<file path="config.mk">
export PLATFORM = sky130hd
export DESIGN_NAME = positional_list_store_unit
export DESIGN_NICKNAME = d
export VERILOG_FILES = /design/src/hw/rtl/pls_pkg.sv /design/src/hw/rtl/positional_list_store_unit.sv /design/src/hw/rtl/pls_datapath.sv /design/src/hw/rtl/pls_ctrl.sv
export VERILOG_INCLUDE_DIRS = /design/src /design/src/hw/rtl
export SDC_FILE = /design/constraint.sdc
export NUM_CORES = 2
export LEC_CHECK = 0
export ABC_AREA = 0
export BUFFER_PORTS_ARGS = -buffer_cell sky130_fd_sc_hd__buf_2
export CORE_ASPECT_RATIO = 2
export CORE_MARGIN = 2
export CORE_UTILIZATION = 45
export CTS_BUF_LIST = sky130_fd_sc_hd__clkbuf_8 sky130_fd_sc_hd__clkbuf_16
export CTS_CLUSTER_DIAMETER = 100
export DETAILED_ROUTE_END_ITERATION = 10
export GPL_ROUTABILITY_DRIVEN = 0
export SETUP_SLACK_MARGIN = 0.05
export SLEW_MARGIN = 15
export SYNTH_ARGS = -nofsm -noshare
export SYNTH_HDL_FRONTEND = slang
export SYNTH_SLANG_ARGS = --single-unit
export TNS_END_PERCENT = 5
</file>
<file path="constraint.sdc">
create_clock -name clk_i -period 8.02 [get_ports clk_i]
set_clock_uncertainty 0.15 [all_clocks]
set_input_delay 0.802 -clock clk_i [delete_from_list [all_inputs] [get_ports clk_i]]
set_output_delay 0.802 -clock clk_i [all_outputs]
set_load 0.05 [all_outputs]
</file>
<file path="src/hw/rtl/positional_list_store_unit_defines.svh">
// ----------------------------------------------------------------------------
// Positional list store - assertion macros
// Shared assertion shorthands; they compile to nothing under SYNTHESIS.
// ----------------------------------------------------------------------------
`ifndef POSITIONAL_LIST_STORE_UNIT_DEFINES_SVH
`define POSITIONAL_LIST_STORE_UNIT_DEFINES_SVH

`ifndef SYNTHESIS

// Check a property on every rising clock edge outside reset
`define PLS_ASSERT(lbl, prop, msg) \
  lbl: assert property (@(posedge clk_i) disable iff (!rst_ni) (prop)) else $error(msg);

// Check that a condition never holds outside reset
`define PLS_ASSERT_NEVER(lbl, cond, msg) \
  lbl: assert property (@(posedge clk_i) disable iff (!rst_ni) !(cond)) else $error(msg);

`else

`define PLS_ASSERT(lbl, prop, msg)
`define PLS_ASSERT_NEVER(lbl, cond, msg)

`endif

`endif

</file>
<file path="src/hw/rtl/pls_pkg.sv">
// ----------------------------------------------------------------------------
// Positional list store - package
// Request, response, command and status types used across the modules.
// ----------------------------------------------------------------------------
`timescale 1ns / 1ps
`default_nettype none

package pls_pkg;

  // Field widths of the request and response beats
  localparam int unsigned POS_W  = 7;
  localparam int unsigned POS2_W = 6;
  localparam int unsigned VAL_W  = 32;
  localparam int unsigned CNT_W  = 7;

  typedef enum logic [1:0] {
    MODE_INSERT = 2'd0,
    MODE_REMOVE = 2'd1,
    MODE_SWAP   = 2'd2,
    MODE_GET    = 2'd3
  } pls_mode_e;

  typedef enum logic [1:0] {
    ST_OK    = 2'd0,
    ST_RANGE = 2'd1,
    ST_FULL  = 2'd2
  } pls_status_e;

  // Memory read address source
  typedef enum logic [1:0] {
    RD_POS    = 2'd0,
    RD_POS2   = 2'd1,
    RD_CUR_M1 = 2'd2,
    RD_CUR_P1 = 2'd3
  } pls_rd_sel_e;

  // Memory write address source
  typedef enum logic [1:0] {
    WA_POS  = 2'd0,
    WA_POS2 = 2'd1,
    WA_CUR  = 2'd2
  } pls_wa_sel_e;

  // Memory write data source
  typedef enum logic [1:0] {
    WD_RDATA = 2'd0,
    WD_VALUE = 2'd1,
    WD_TMP   = 2'd2
  } pls_wd_sel_e;

  typedef struct packed {
    logic [1:0]        mode;
    logic [POS_W-1:0]  position;
    logic [POS2_W-1:0] second_position;
    logic [VAL_W-1:0]  entry_value;
  } pls_req_t;

  typedef struct packed {
    logic [VAL_W-1:0] read_value;
    logic [1:0]       status;
    logic [CNT_W-1:0] entry_count;
  } pls_rsp_t;

  // Controller to datapath
  typedef struct packed {
    logic        load;
    logic        check;
    logic        rd_en;
    pls_rd_sel_e rd_sel;
    logic        wr_en;
    pls_wa_sel_e wa_sel;
    pls_wd_sel_e wd_sel;
    logic        cur_ld_cnt;
    logic        cur_ld_pos;
    logic        cur_inc;
    logic        cur_dec;
    logic        cap_rval;
    logic        cap_tmp;
    logic        cnt_inc;
    logic        cnt_dec;
  } pls_cmd_t;

  // Datapath to controller
  typedef struct packed {
    pls_mode_e mode;
    logic      err;
    logic      up_start;
    logic      up_last;
    logic      dn_start;
    logic      dn_more;
  } pls_stat_t;

endpackage

`default_nettype wire

</file>
<file path="src/hw/rtl/positional_list_store_unit.sv">
// Positional list store: insert, remove, swap and get on an ordered list in a memory.
// A range or full error ends a request right after the check; insert and remove also move
// every entry between the position and the end of the list, one move at a time.
// Each entry move is a read, then a write, on the single-port-pair entry memory.
// A new beat is taken in the cycle the result is shown; results cannot be stalled.
// Reset clears count and controller only; memory contents stay undefined until written.
// ----------------------------------------------------------------------------
// Positional list store unit - top level
// Joins the sequencing controller with the entry datapath.
// ----------------------------------------------------------------------------
`timescale 1ns / 1ps
`default_nettype none

module positional_list_store_unit #(
  parameter int unsigned CAPACITY    = 64,
  parameter int unsigned ENTRY_WIDTH = 32
) (
  input  wire logic              clk_i,
  input  wire logic              rst_ni,
  input  wire logic              start,
  input  wire pls_pkg::pls_req_t req_i,
  output logic                   busy,
  output logic                   done_o,
  output pls_pkg::pls_rsp_t      rsp_o
);
  import pls_pkg::*;

  pls_cmd_t  cmd;
  pls_stat_t stat;

  pls_ctrl u_ctrl (
    .clk_i   (clk_i),
    .rst_ni  (rst_ni),
    .start_i (start),
    .busy_o  (busy),
    .done_o  (done_o),
    .stat_i  (stat),
    .cmd_o   (cmd)
  );

  pls_datapath #(
    .CAPACITY    (CAPACITY),
    .ENTRY_WIDTH (ENTRY_WIDTH)
  ) u_datapath (
    .clk_i  (clk_i),
    .rst_ni (rst_ni),
    .req_i  (req_i),
    .cmd_i  (cmd),
    .stat_o (stat),
    .rsp_o  (rsp_o)
  );

endmodule

`default_nettype wire

</file>
<file path="src/hw/rtl/pls_datapath.sv">
// ----------------------------------------------------------------------------
// Positional list store - datapath
// Entry memory, count, cursor, request hold and result registers.
// ----------------------------------------------------------------------------
`timescale 1ns / 1ps
`default_nettype none

`include "positional_list_store_unit_defines.svh"

module pls_datapath #(
  parameter int unsigned CAPACITY    = 64,
  parameter int unsigned ENTRY_WIDTH = 32
) (
  input  wire logic              clk_i,
  input  wire logic              rst_ni,
  input  wire pls_pkg::pls_req_t req_i,
  input  wire pls_pkg::pls_cmd_t cmd_i,
  output pls_pkg::pls_stat_t     stat_o,
  output pls_pkg::pls_rsp_t      rsp_o
);
  import pls_pkg::*;

  localparam int unsigned AW = $clog2(CAPACITY);
  localparam int unsigned CW = $clog2(CAPACITY + 1);
  localparam int unsigned XW = ((CW > POS_W) ? CW : POS_W) + 1;

  pls_req_t               req_q;
  logic [CW-1:0]          count_q, count_d;
  logic [AW-1:0]          cur_q, cur_d;
  logic [ENTRY_WIDTH-1:0] rdata_q;
  logic [ENTRY_WIDTH-1:0] tmp_q;
  logic [VAL_W-1:0]       rval_q;
  logic [1:0]             st_q;
  logic [ENTRY_WIDTH-1:0] mem_q [CAPACITY];

  logic [XW-1:0]          pos_x, pos2_x, cnt_x, cur_x, cap_x;
  logic                   err_range, err_full;
  pls_status_e            st_code;
  logic [AW-1:0]          pos_a, pos2_a, raddr, waddr;
  logic [ENTRY_WIDTH-1:0] wdata;

  // Widen operands to a common compare width
  assign pos_x  = XW'(req_q.position);
  assign pos2_x = XW'(req_q.second_position);
  assign cnt_x  = XW'(count_q);
  assign cur_x  = XW'(cur_q);
  assign cap_x  = XW'(CAPACITY);
  assign pos_a  = AW'(req_q.position);
  assign pos2_a = AW'(req_q.second_position);

  // Range and capacity checks on the held request
  always_comb begin
    err_range = 1'b0;
    err_full  = 1'b0;
    unique case (req_q.mode)
      MODE_INSERT: begin
        err_range = (pos_x > cnt_x);
        err_full  = !err_range && (cnt_x == cap_x);
      end
      MODE_REMOVE: err_range = (pos_x >= cnt_x);
      MODE_SWAP:   err_range = (pos_x >= cnt_x) || (pos2_x >= cnt_x);
      MODE_GET:    err_range = (pos_x >= cnt_x);
      default: begin
        err_range = 1'b0;
        err_full  = 1'b0;
      end
    endcase
  end

  assign st_code = err_range ? ST_RANGE : (err_full ? ST_FULL : ST_OK);

  // Status towards the controller
  assign stat_o.mode     = pls_mode_e'(req_q.mode);
  assign stat_o.err      = err_range || err_full;
  assign stat_o.up_start = (cnt_x != pos_x);
  assign stat_o.up_last  = (cur_x == pos_x + XW'(1));
  assign stat_o.dn_start = (cur_x + XW'(1) < cnt_x);
  assign stat_o.dn_more  = (cur_x + XW'(2) < cnt_x);

  // Address and data selection
  always_comb begin
    unique case (cmd_i.rd_sel)
      RD_POS:    raddr = pos_a;
      RD_POS2:   raddr = pos2_a;
      RD_CUR_M1: raddr = cur_q - AW'(1);
      RD_CUR_P1: raddr = cur_q + AW'(1);
      default:   raddr = pos_a;
    endcase
  end

  always_comb begin
    unique case (cmd_i.wa_sel)
      WA_POS:  waddr = pos_a;
      WA_POS2: waddr = pos2_a;
      WA_CUR:  waddr = cur_q;
      default: waddr = cur_q;
    endcase
  end

  always_comb begin
    unique case (cmd_i.wd_sel)
      WD_RDATA: wdata = rdata_q;
      WD_VALUE: wdata = ENTRY_WIDTH'(req_q.entry_value);
      WD_TMP:   wdata = tmp_q;
      default:  wdata = rdata_q;
    endcase
  end

  // Entry memory: one write port, one registered read port
  always_ff @(posedge clk_i) begin
    if (cmd_i.wr_en) begin
      mem_q[waddr] <= wdata;
    end
  end

  always_ff @(posedge clk_i) begin
    if (cmd_i.rd_en) begin
      rdata_q <= mem_q[raddr];
    end
  end

  // Cursor walks the shift range
  always_comb begin
    cur_d = cur_q;
    if (cmd_i.cur_ld_cnt) begin
      cur_d = AW'(count_q);
    end else if (cmd_i.cur_ld_pos) begin
      cur_d = pos_a;
    end else if (cmd_i.cur_inc) begin
      cur_d = cur_q + AW'(1);
    end else if (cmd_i.cur_dec) begin
      cur_d = cur_q - AW'(1);
    end
  end

  // Count advances on insert, drops on remove
  always_comb begin
    count_d = count_q;
    if (cmd_i.cnt_inc) begin
      count_d = count_q + CW'(1);
    end else if (cmd_i.cnt_dec) begin
      count_d = count_q - CW'(1);
    end
  end

  always_ff @(posedge clk_i or negedge rst_ni) begin
    if (!rst_ni) begin
      count_q <= '0;
    end else begin
      count_q <= count_d;
    end
  end

  // Request hold, swap temporary and result registers
  always_ff @(posedge clk_i) begin
    cur_q <= cur_d;
    if (cmd_i.load) begin
      req_q <= req_i;
    end
    if (cmd_i.cap_tmp) begin
      tmp_q <= rdata_q;
    end
    if (cmd_i.check) begin
      st_q <= st_code;
    end
    if (cmd_i.load) begin
      rval_q <= '0;
    end else if (cmd_i.cap_rval) begin
      rval_q <= VAL_W'(rdata_q);
    end
  end

  assign rsp_o.read_value  = rval_q;
  assign rsp_o.status      = st_q;
  assign rsp_o.entry_count = CNT_W'(count_q);

  `PLS_ASSERT(a_count_bound, count_q <= CW'(CAPACITY), "count exceeds capacity")
  `PLS_ASSERT(a_inc_not_full, cmd_i.cnt_inc |-> cnt_x < cap_x, "insert into full store")
  `PLS_ASSERT_NEVER(a_dec_empty, cmd_i.cnt_dec && (count_q == '0), "remove from empty store")

endmodule

`default_nettype wire

</file>
<file path="src/hw/rtl/pls_ctrl.sv">
// ----------------------------------------------------------------------------
// Positional list store - controller
// Sequences checks, memory reads, entry moves and the result beat.
// ----------------------------------------------------------------------------
`timescale 1ns / 1ps
`default_nettype none

`include "positional_list_store_unit_defines.svh"

module pls_ctrl (
  input  wire logic               clk_i,
  input  wire logic               rst_ni,
  input  wire logic               start_i,
  output logic                    busy_o,
  output logic                    done_o,
  input  wire pls_pkg::pls_stat_t stat_i,
  output pls_pkg::pls_cmd_t       cmd_o
);
  import pls_pkg::*;

  typedef enum logic [11:0] {
    S_IDLE   = 12'b0000_0000_0001,
    S_CHECK  = 12'b0000_0000_0010,
    S_UP_RD  = 12'b0000_0000_0100,
    S_UP_WR  = 12'b0000_0000_1000,
    S_INS    = 12'b0000_0001_0000,
    S_CAPT   = 12'b0000_0010_0000,
    S_DN_RD  = 12'b0000_0100_0000,
    S_DN_WR  = 12'b0000_1000_0000,
    S_SW_RD2 = 12'b0001_0000_0000,
    S_SW_WR1 = 12'b0010_0000_0000,
    S_SW_WR2 = 12'b0100_0000_0000,
    S_DONE   = 12'b1000_0000_0000
  } pls_state_e;

  pls_state_e state_q, state_d;
  logic       accept;

  // Take a new beat while idle or while the last result is on show
  assign busy_o = !((state_q == S_IDLE) || (state_q == S_DONE));
  assign done_o = (state_q == S_DONE);
  assign accept = start_i && !busy_o;

  always_comb begin
    state_d = state_q;
    cmd_o   = '0;
    unique case (state_q) inside
      S_IDLE, S_DONE: begin
        if (accept) begin
          cmd_o.load = 1'b1;
          state_d    = S_CHECK;
        end else begin
          state_d = S_IDLE;
        end
      end
      S_CHECK: begin
        cmd_o.check = 1'b1;
        if (stat_i.err) begin
          state_d = S_DONE;
        end else begin
          unique case (stat_i.mode) inside
            MODE_INSERT: begin
              if (stat_i.up_start) begin
                cmd_o.cur_ld_cnt = 1'b1;
                state_d          = S_UP_RD;
              end else begin
                state_d = S_INS;
              end
            end
            MODE_REMOVE, MODE_GET: begin
              cmd_o.rd_en      = 1'b1;
              cmd_o.rd_sel     = RD_POS;
              cmd_o.cur_ld_pos = 1'b1;
              state_d          = S_CAPT;
            end
            MODE_SWAP: begin
              cmd_o.rd_en  = 1'b1;
              cmd_o.rd_sel = RD_POS;
              state_d      = S_SW_RD2;
            end
            default: state_d = S_DONE;
          endcase
        end
      end
      // Move entries up, from the top down to the insert position
      S_UP_RD: begin
        cmd_o.rd_en  = 1'b1;
        cmd_o.rd_sel = RD_CUR_M1;
        state_d      = S_UP_WR;
      end
      S_UP_WR: begin
        cmd_o.wr_en   = 1'b1;
        cmd_o.wa_sel  = WA_CUR;
        cmd_o.wd_sel  = WD_RDATA;
        cmd_o.cur_dec = 1'b1;
        state_d       = stat_i.up_last ? S_INS : S_UP_RD;
      end
      S_INS: begin
        cmd_o.wr_en   = 1'b1;
        cmd_o.wa_sel  = WA_POS;
        cmd_o.wd_sel  = WD_VALUE;
        cmd_o.cnt_inc = 1'b1;
        state_d       = S_DONE;
      end
      // Capture the entry read for remove or get
      S_CAPT: begin
        cmd_o.cap_rval = 1'b1;
        if (stat_i.mode == MODE_REMOVE) begin
          if (stat_i.dn_start) begin
            state_d = S_DN_RD;
          end else begin
            cmd_o.cnt_dec = 1'b1;
            state_d       = S_DONE;
          end
        end else begin
          state_d = S_DONE;
        end
      end
      // Close the gap, from the removed position upwards
      S_DN_RD: begin
        cmd_o.rd_en  = 1'b1;
        cmd_o.rd_sel = RD_CUR_P1;
        state_d      = S_DN_WR;
      end
      S_DN_WR: begin
        cmd_o.wr_en   = 1'b1;
        cmd_o.wa_sel  = WA_CUR;
        cmd_o.wd_sel  = WD_RDATA;
        cmd_o.cur_inc = 1'b1;
        if (stat_i.dn_more) begin
          state_d = S_DN_RD;
        end else begin
          cmd_o.cnt_dec = 1'b1;
          state_d       = S_DONE;
        end
      end
      // Swap: hold the first entry, read the second, write both back
      S_SW_RD2: begin
        cmd_o.cap_tmp = 1'b1;
        cmd_o.rd_en   = 1'b1;
        cmd_o.rd_sel  = RD_POS2;
        state_d       = S_SW_WR1;
      end
      S_SW_WR1: begin
        cmd_o.wr_en  = 1'b1;
        cmd_o.wa_sel = WA_POS;
        cmd_o.wd_sel = WD_RDATA;
        state_d      = S_SW_WR2;
      end
      S_SW_WR2: begin
        cmd_o.wr_en  = 1'b1;
        cmd_o.wa_sel = WA_POS2;
        cmd_o.wd_sel = WD_TMP;
        state_d      = S_DONE;
      end
      default: state_d = S_IDLE;
    endcase
  end

  always_ff @(posedge clk_i or negedge rst_ni) begin
    if (!rst_ni) begin
      state_q <= S_IDLE;
    end else begin
      state_q <= state_d;
    end
  end

  `PLS_ASSERT(a_done_single, done_o |=> !done_o, "result strobe longer than one cycle")
  `PLS_ASSERT(a_cnt_then_done, (cmd_o.cnt_inc || cmd_o.cnt_dec) |=> done_o, "count change without result")
  `PLS_ASSERT(a_done_after_busy, done_o |-> $past(busy_o), "result without work")

endmodule

`default_nettype wire
</file>
Word-level counts from Yosys, hierarchy flattened. Memories as Yosys holds them, arrays and structs flattened. A register that Yosys moved wholly into a read port is not among the register bits. Cells that the tools add are included.

Register bits after elaboration: 138. Latch bits: 0. RAM bits: 2048. Bits in read-only memories: 0. Input port bits: 50. Output and inout bits: 43. Memories kept: 1.

$add $sub $neg: 7. $mul: 0. Div/mod/pow operators: 0. $lt $le $gt $ge: 5. Equal/unequal tests: 24. Shift operators: 0. Muxes and demuxes: 44. Bitwise gates (word level): 0. Reduce and logical (&&, ||, !) cells: 17.

Memory list: u_datapath.mem_q (depth 64, width 32, read ports 1, clocked after memory_dff 1, wr ports 1, line pls_datapath.sv:34) `logic [ENTRY_WIDTH-1:0] mem_q [CAPACITY];`.

Operator list (count): 12-bit case mux with 10 select lines (1); 32-bit case mux with 2 select lines (1); 12-bit two-way mux (4); 12-bit case mux with 3 select lines (1); 6-bit two-way mux (4); 6-bit case mux with 4 select lines (1); 5-bit case mux with 4 select lines (1); 1-bit two-way mux (17); 8-bit by 7-bit less-than comparator with 1-bit output (2); 7-bit two-way mux (2); 12-bit by 1-bit equality test with 1-bit output, second input constant (1); 12-bit by 10-bit equality test with 1-bit output, second input constant (1); 12-bit by 11-bit equality test with 1-bit output, second input constant (1); 12-bit equality test, second input constant (1); 12-bit by 2-bit equality test with 1-bit output, second input constant (1); 12-bit by 3-bit equality test with 1-bit output, second input constant (1); 12-bit by 4-bit equality test with 1-bit output, second input constant (1); 12-bit by 5-bit equality test with 1-bit output, second input constant (1); 12-bit by 6-bit equality test with 1-bit output, second input constant (1); 12-bit by 7-bit equality test with 1-bit output, second input constant (1); 12-bit by 8-bit equality test with 1-bit output, second input constant (1); 12-bit by 9-bit equality test with 1-bit output, second input constant (1); 3-bit case mux with 4 select lines (1); 6-bit case mux with 2 select lines (1); other kinds (28) (49).

Longest topological paths before layout.
Depth in word-level cells: 9. Mapped depth: 17. Gate-level depth less buffers: 13.

Modules after synthesis. From an unflattened synthesis, not the netlist that was laid out.

Cells, all modules: 5135. Area, all modules: 88342.2 um2.

Modules (own cells, without submodules): pls_datapath (times used 1, cells an instance 5052, area each 87526.4 um2, seq. area each 65888.2 um2); pls_ctrl (times used 1, cells an instance 83, area each 815.8 um2, seq. area each 301.5 um2).

Worst setup path before layout. OpenSTA, ideal clock, no wires.

Path type: reg2reg. From: register u_ctrl.state_q[2]. To: register u_datapath.req_q, in the netlist u_datapath.pos2_a[0] (enable). Data arrival time: 5.671 ns. Slack: 1.769 ns. Stages on the path, launching flop included: 9. Path buffers: 3. Clock period less this slack: 6.251 ns. Path through: dfrtp_1 -> or4_1 -> buf_2 -> nor3_1 -> nor4bb_1 -> a41oi_1 -> nor2b_1 -> clkbuf_1 -> clkbuf_1.

RTL lines: start, declared (line pls_ctrl.sv:36) `pls_state_e state_q, state_d;`; start signal, assigned (line pls_ctrl.sv:164) `state_q <= state_d;`; end signal, assigned (line pls_datapath.sv:158) `req_q <= req_i;`; end, declared (line pls_datapath.sv:27) `pls_req_t req_q;`.

Final worst setup path.
From: register u_datapath.cur_q[1]. To: register u_datapath.rdata_q[14], read port of u_datapath.mem_q, data pin.

Longest elaborated chain between the ends: 2. Elaborated cells between the ends (all ways): 3.

RTL lines: start, declared (line pls_datapath.sv:29) `logic [AW-1:0] cur_q, cur_d;`; start signal, assigned (line pls_datapath.sv:156) `cur_q <= cur_d;`; 6-bit by 1-bit adder with 6-bit output or 6-bit by 1-bit subtractor with 6-bit output (tied branches) (line pls_datapath.sv:86, pls_datapath.sv:85); 6-bit case mux with 4 select lines (*) (line pls_datapath.sv:82) `unique case (cmd_i.rd_sel)`; end, declared (line pls_datapath.sv:30) `logic [ENTRY_WIDTH-1:0] rdata_q;`.

Mark *: on every way between the ends. The rest lies on a longest branch, timed or not. A chain may end at the register's enable or synchronous reset.

==> flow_summary.json <==
{
  "slowest_stage": "nor4_4",
  "stdcell_count": 9463,
  "cp_slowest_stage_delay_ns": 1.08,
  "wl_met3_microns": 24100,
  "cts.sinks": 2218,
  "cp.arrival_ns": 7.05,
  "hold_viol": 0,
  "drt-vias-per-instance": 6.38,
  "synthMuxAreaShare": 0.0605,
  "crit_chain": "inv_1 > ha_4 > inv_6 > nor4_4 > a21oi_1 > nand2_4 > buf_12 > mux2i_1 > a32oi_1 > a211oi_1 > nor3_1",
  "synth-async-reset-ratio": 0.00857,
  "nNetsFinal": 6690,
  "synth_top_family_by_area": "simple AND/OR/NAND/NOR gates",
  "grt_overflow": 0,
  "grt_pass1_vias": 59000,
  "core_area_sq_um": 205000,
  "dp.cells": 9088,
  "power_density_nw_per_um2": 262,
  "hold_buffers": 45,
  "grt.total_usage": 0.284,
  "synth-seq-cells": 2218,
  "setup_viol": 0,
  "ant_nets": 0,
  "first_pass_iters": 7,
  "synth-adder-area-share": 0.00534,
  "clk_transition_reported_paths_ns": 0.07,
  "yosysTopAreaCellShare": 0.701,
  "final.min_clock_period_ns": 6.62,
  "slew-limit-headroom": 0.165,
  "vias": 60400,
  "grt_first_pass_wirelength_microns": 430000,
  "final_common_cell": "edfxtp_1",
  "syn_avg_cell_area_sq_um": 14.2,
  "num_rows": 235,
  "synth_edf_count": 2167,
  "start_util": 0.453,
  "wire_per_inst_microns": 32.2,
  "period_share": 0.825,
  "synthCells": 6550,
  "syn_area_sq_um": 92800,
  "grt_max_degree": 127,
  "synthXorXnorAreaFrac": 0.00236,
  "layout_common_cells": "edfxtp_1 (2,167), nand2_1 (1,170), nand3_1 (553)",
  "status": "finished, final reports clean",
  "met1_length_microns": 98200,
  "tightestPinTransition_ns": 1.25,
  "cts_root_buffer": "clkbuf_16",
  "ys_seq_area_frac": 0.713,
  "dp_hpwl_microns": 192000,
  "ys_warn_count": 0,
  "cp_top_family": "simple AND/OR/NAND/NOR gates",
  "num_io_pins": 93,
  "synth_top_cell_by_area": "edfxtp_1",
  "vdd_drop_max_v": 0.000215,
  "maxCapViolCount": 0,
  "synth.distinct_cells": 84,
  "end_kind": "flip-flop",
  "synthSimpleGateAreaFrac": 0.107,
  "crit_buf_inv": 3,
  "syn-num-nets": 6639,
  "numCtsBuffers": 190,
  "clkLatencyLatePin_ns": 0.86,
  "cp_max_fo": 88,
  "drt-total-wl_microns": 305000,
  "highest_layer": "met5",
  "required_ns": 8.45,
  "areaGrowthSynthToFinish_pct": 11.6,
  "power_leakage_nw": 33.8,
  "clockBufferDepth": 4,
  "maxSlewViolCount": 0,
  "cts_setup_buffers": 0,
  "synth.area.top_cells": "edfxtp_1 (70%), nand2_1 (4.7%), mux4_2 (4.7%), nand3_1 (3.0%), a221oi_1 (1.6%)",
  "cp-start-kind": "flip-flop",
  "wl_met2_microns": 157000,
  "rsz0062_at_grt": "false",
  "tritoncts": "built",
  "drc_errors": 0,
  "die_x_microns": 325,
  "hold_path_class": "primary input to flip-flop",
  "ctsResizeCount": 0,
  "path_class": "flip-flop to flip-flop",
  "fin_tns_setup_ns": 0,
  "die_y_microns": 646,
  "fmax_ghz": 0.151,
  "synthFlopType": "edfxtp_1",
  "portBuffers": 92,
  "drt_iter0_markers": 7643,
  "htreeDepth": 4,
  "synth_compound_area_frac": 0.0869,
  "die-area_sq_um": 210000,
  "layout-drive-gt1-share": 0.133,
  "antenna_found_initial": 9
}
[stage by stage]
step	cell area (sq um)	util	hold slack, ns	power (mW)	setup slack (ns)
after floorplan	92800	-	0.300	16.4	1.77
after global placement	97300	0.475	0.290	18.3	1.52
after detailed placement	97300	0.475	0.295	18.3	1.52
after CTS	104000	0.505	0.0362	27.1	1.54
after global routing	104000	0.505	0.0407	27.8	1.27
final	104000	0.505	0.0777	27.1	1.40
[layer usage]
layer | up-vias | GRT usage
li1 | 25500 | -
met1 | 30800 | 0.304
met2 | 3204 | 0.503
met3 | 915 | 0.0530
met4 | 4 | 0.204
met5 | - | 0
[cell type report]
class	count	area (sq um)
clock buffers	195	4880
repair buffers	333	2620
well taps	2725	3410
fillers	17000	101000
diodes	2	5.00
clock inverters	132	875
flip-flops and latches	2218	66200
multi-input cells	3823	25400
inverters	35	146
[cell families (layout without fill, tap and decap cells)]
logic type	after synthesis	in the layout
simple gates	2318	2318
flops	2218	2218
compound gates	1122	1122
buf+inv	509	695
mux	319	319
fa+ha+maj	39	39
xor+xnor	25	25
other cells	0	2
[final timing paths]
check	endpoint	depth (start not counted)	slack, ns	startpoint
worst min-delay path	u_datapath.req_q[30]	1	0.08	req_i[30]
worst min register to register	u_datapath.rval_q[27]	2	0.31	u_datapath.rval_q[27]
max in group asynchronous	u_ctrl.state_q[0]	2	7.00	rst_ni
worst max register to register	u_datapath.rdata_q[14]	11	1.40	u_datapath.cur_q[1]
worst max-delay path	u_datapath.rdata_q[14]	11	1.40	u_datapath.cur_q[1]
min in group asynchronous	u_datapath.count_q[4]	2	0.33	rst_ni
[synth_stat cells (all sizes together) (30+ instances only)]
| library cell | n |
|---|---|
| a211oi | 33 |
| a21oi | 247 |
| a221o | 120 |
| a221oi | 171 |
| a22oi | 58 |
| a31oi | 34 |
| a32oi | 75 |
| buf | 219 |
| clkbuf | 255 |
| dfxtp | 32 |
| edfxtp | 2167 |
| ha | 38 |
| inv | 34 |
| mux2i | 121 |
| mux4 | 193 |
| nand2 | 1174 |
| nand3 | 558 |
| nand4 | 75 |
| nor2 | 400 |
| o211ai | 30 |
| o21ai | 193 |
[sequential cells by signal (all words and copies together) (netlist names)]
| register | flops |
|---|---|
| u_datapath.pos_a | 6 |
| u_datapath.cur_q | 6 |
| u_datapath.st_q | 2 |
| u_ctrl.state_q | 12 |
| u_datapath.rdata_q | 32 |
| u_datapath.tmp_q | 32 |
| u_datapath.mem_q | 2048 |
| u_datapath.count_q | 7 |
| u_datapath.pos2_a | 6 |
| u_datapath.req_q | 32 |
| u_datapath.stat_o | 2 |
| u_datapath.pos_x | 1 |
| u_datapath.rval_q | 32 |
[power breakdown]
group | leakage, nW | internal, mW | switching [mW]
logic | 10.8 | 1.57 | 3.58
registers | 20.0 | 12.9 | 0.145
clock network | 2.95 | 4.72 | 4.20
total | 33.8 | 19.2 | 7.93
[worst reg2reg max path, cell delays in order (launching register included)]
cell and delay [ns]:
edfxtp_1 0.55, inv_1 0.22, ha_4 0.79, inv_6 0.44
nor4_4 1.09, a21oi_1 0.26, nand2_4 0.84, buf_12 0.58
mux2i_1 0.43, a32oi_1 0.08, a211oi_1 0.80, nor3_1 0.13
No activity file was read; power rests on OpenSTA's default activity.
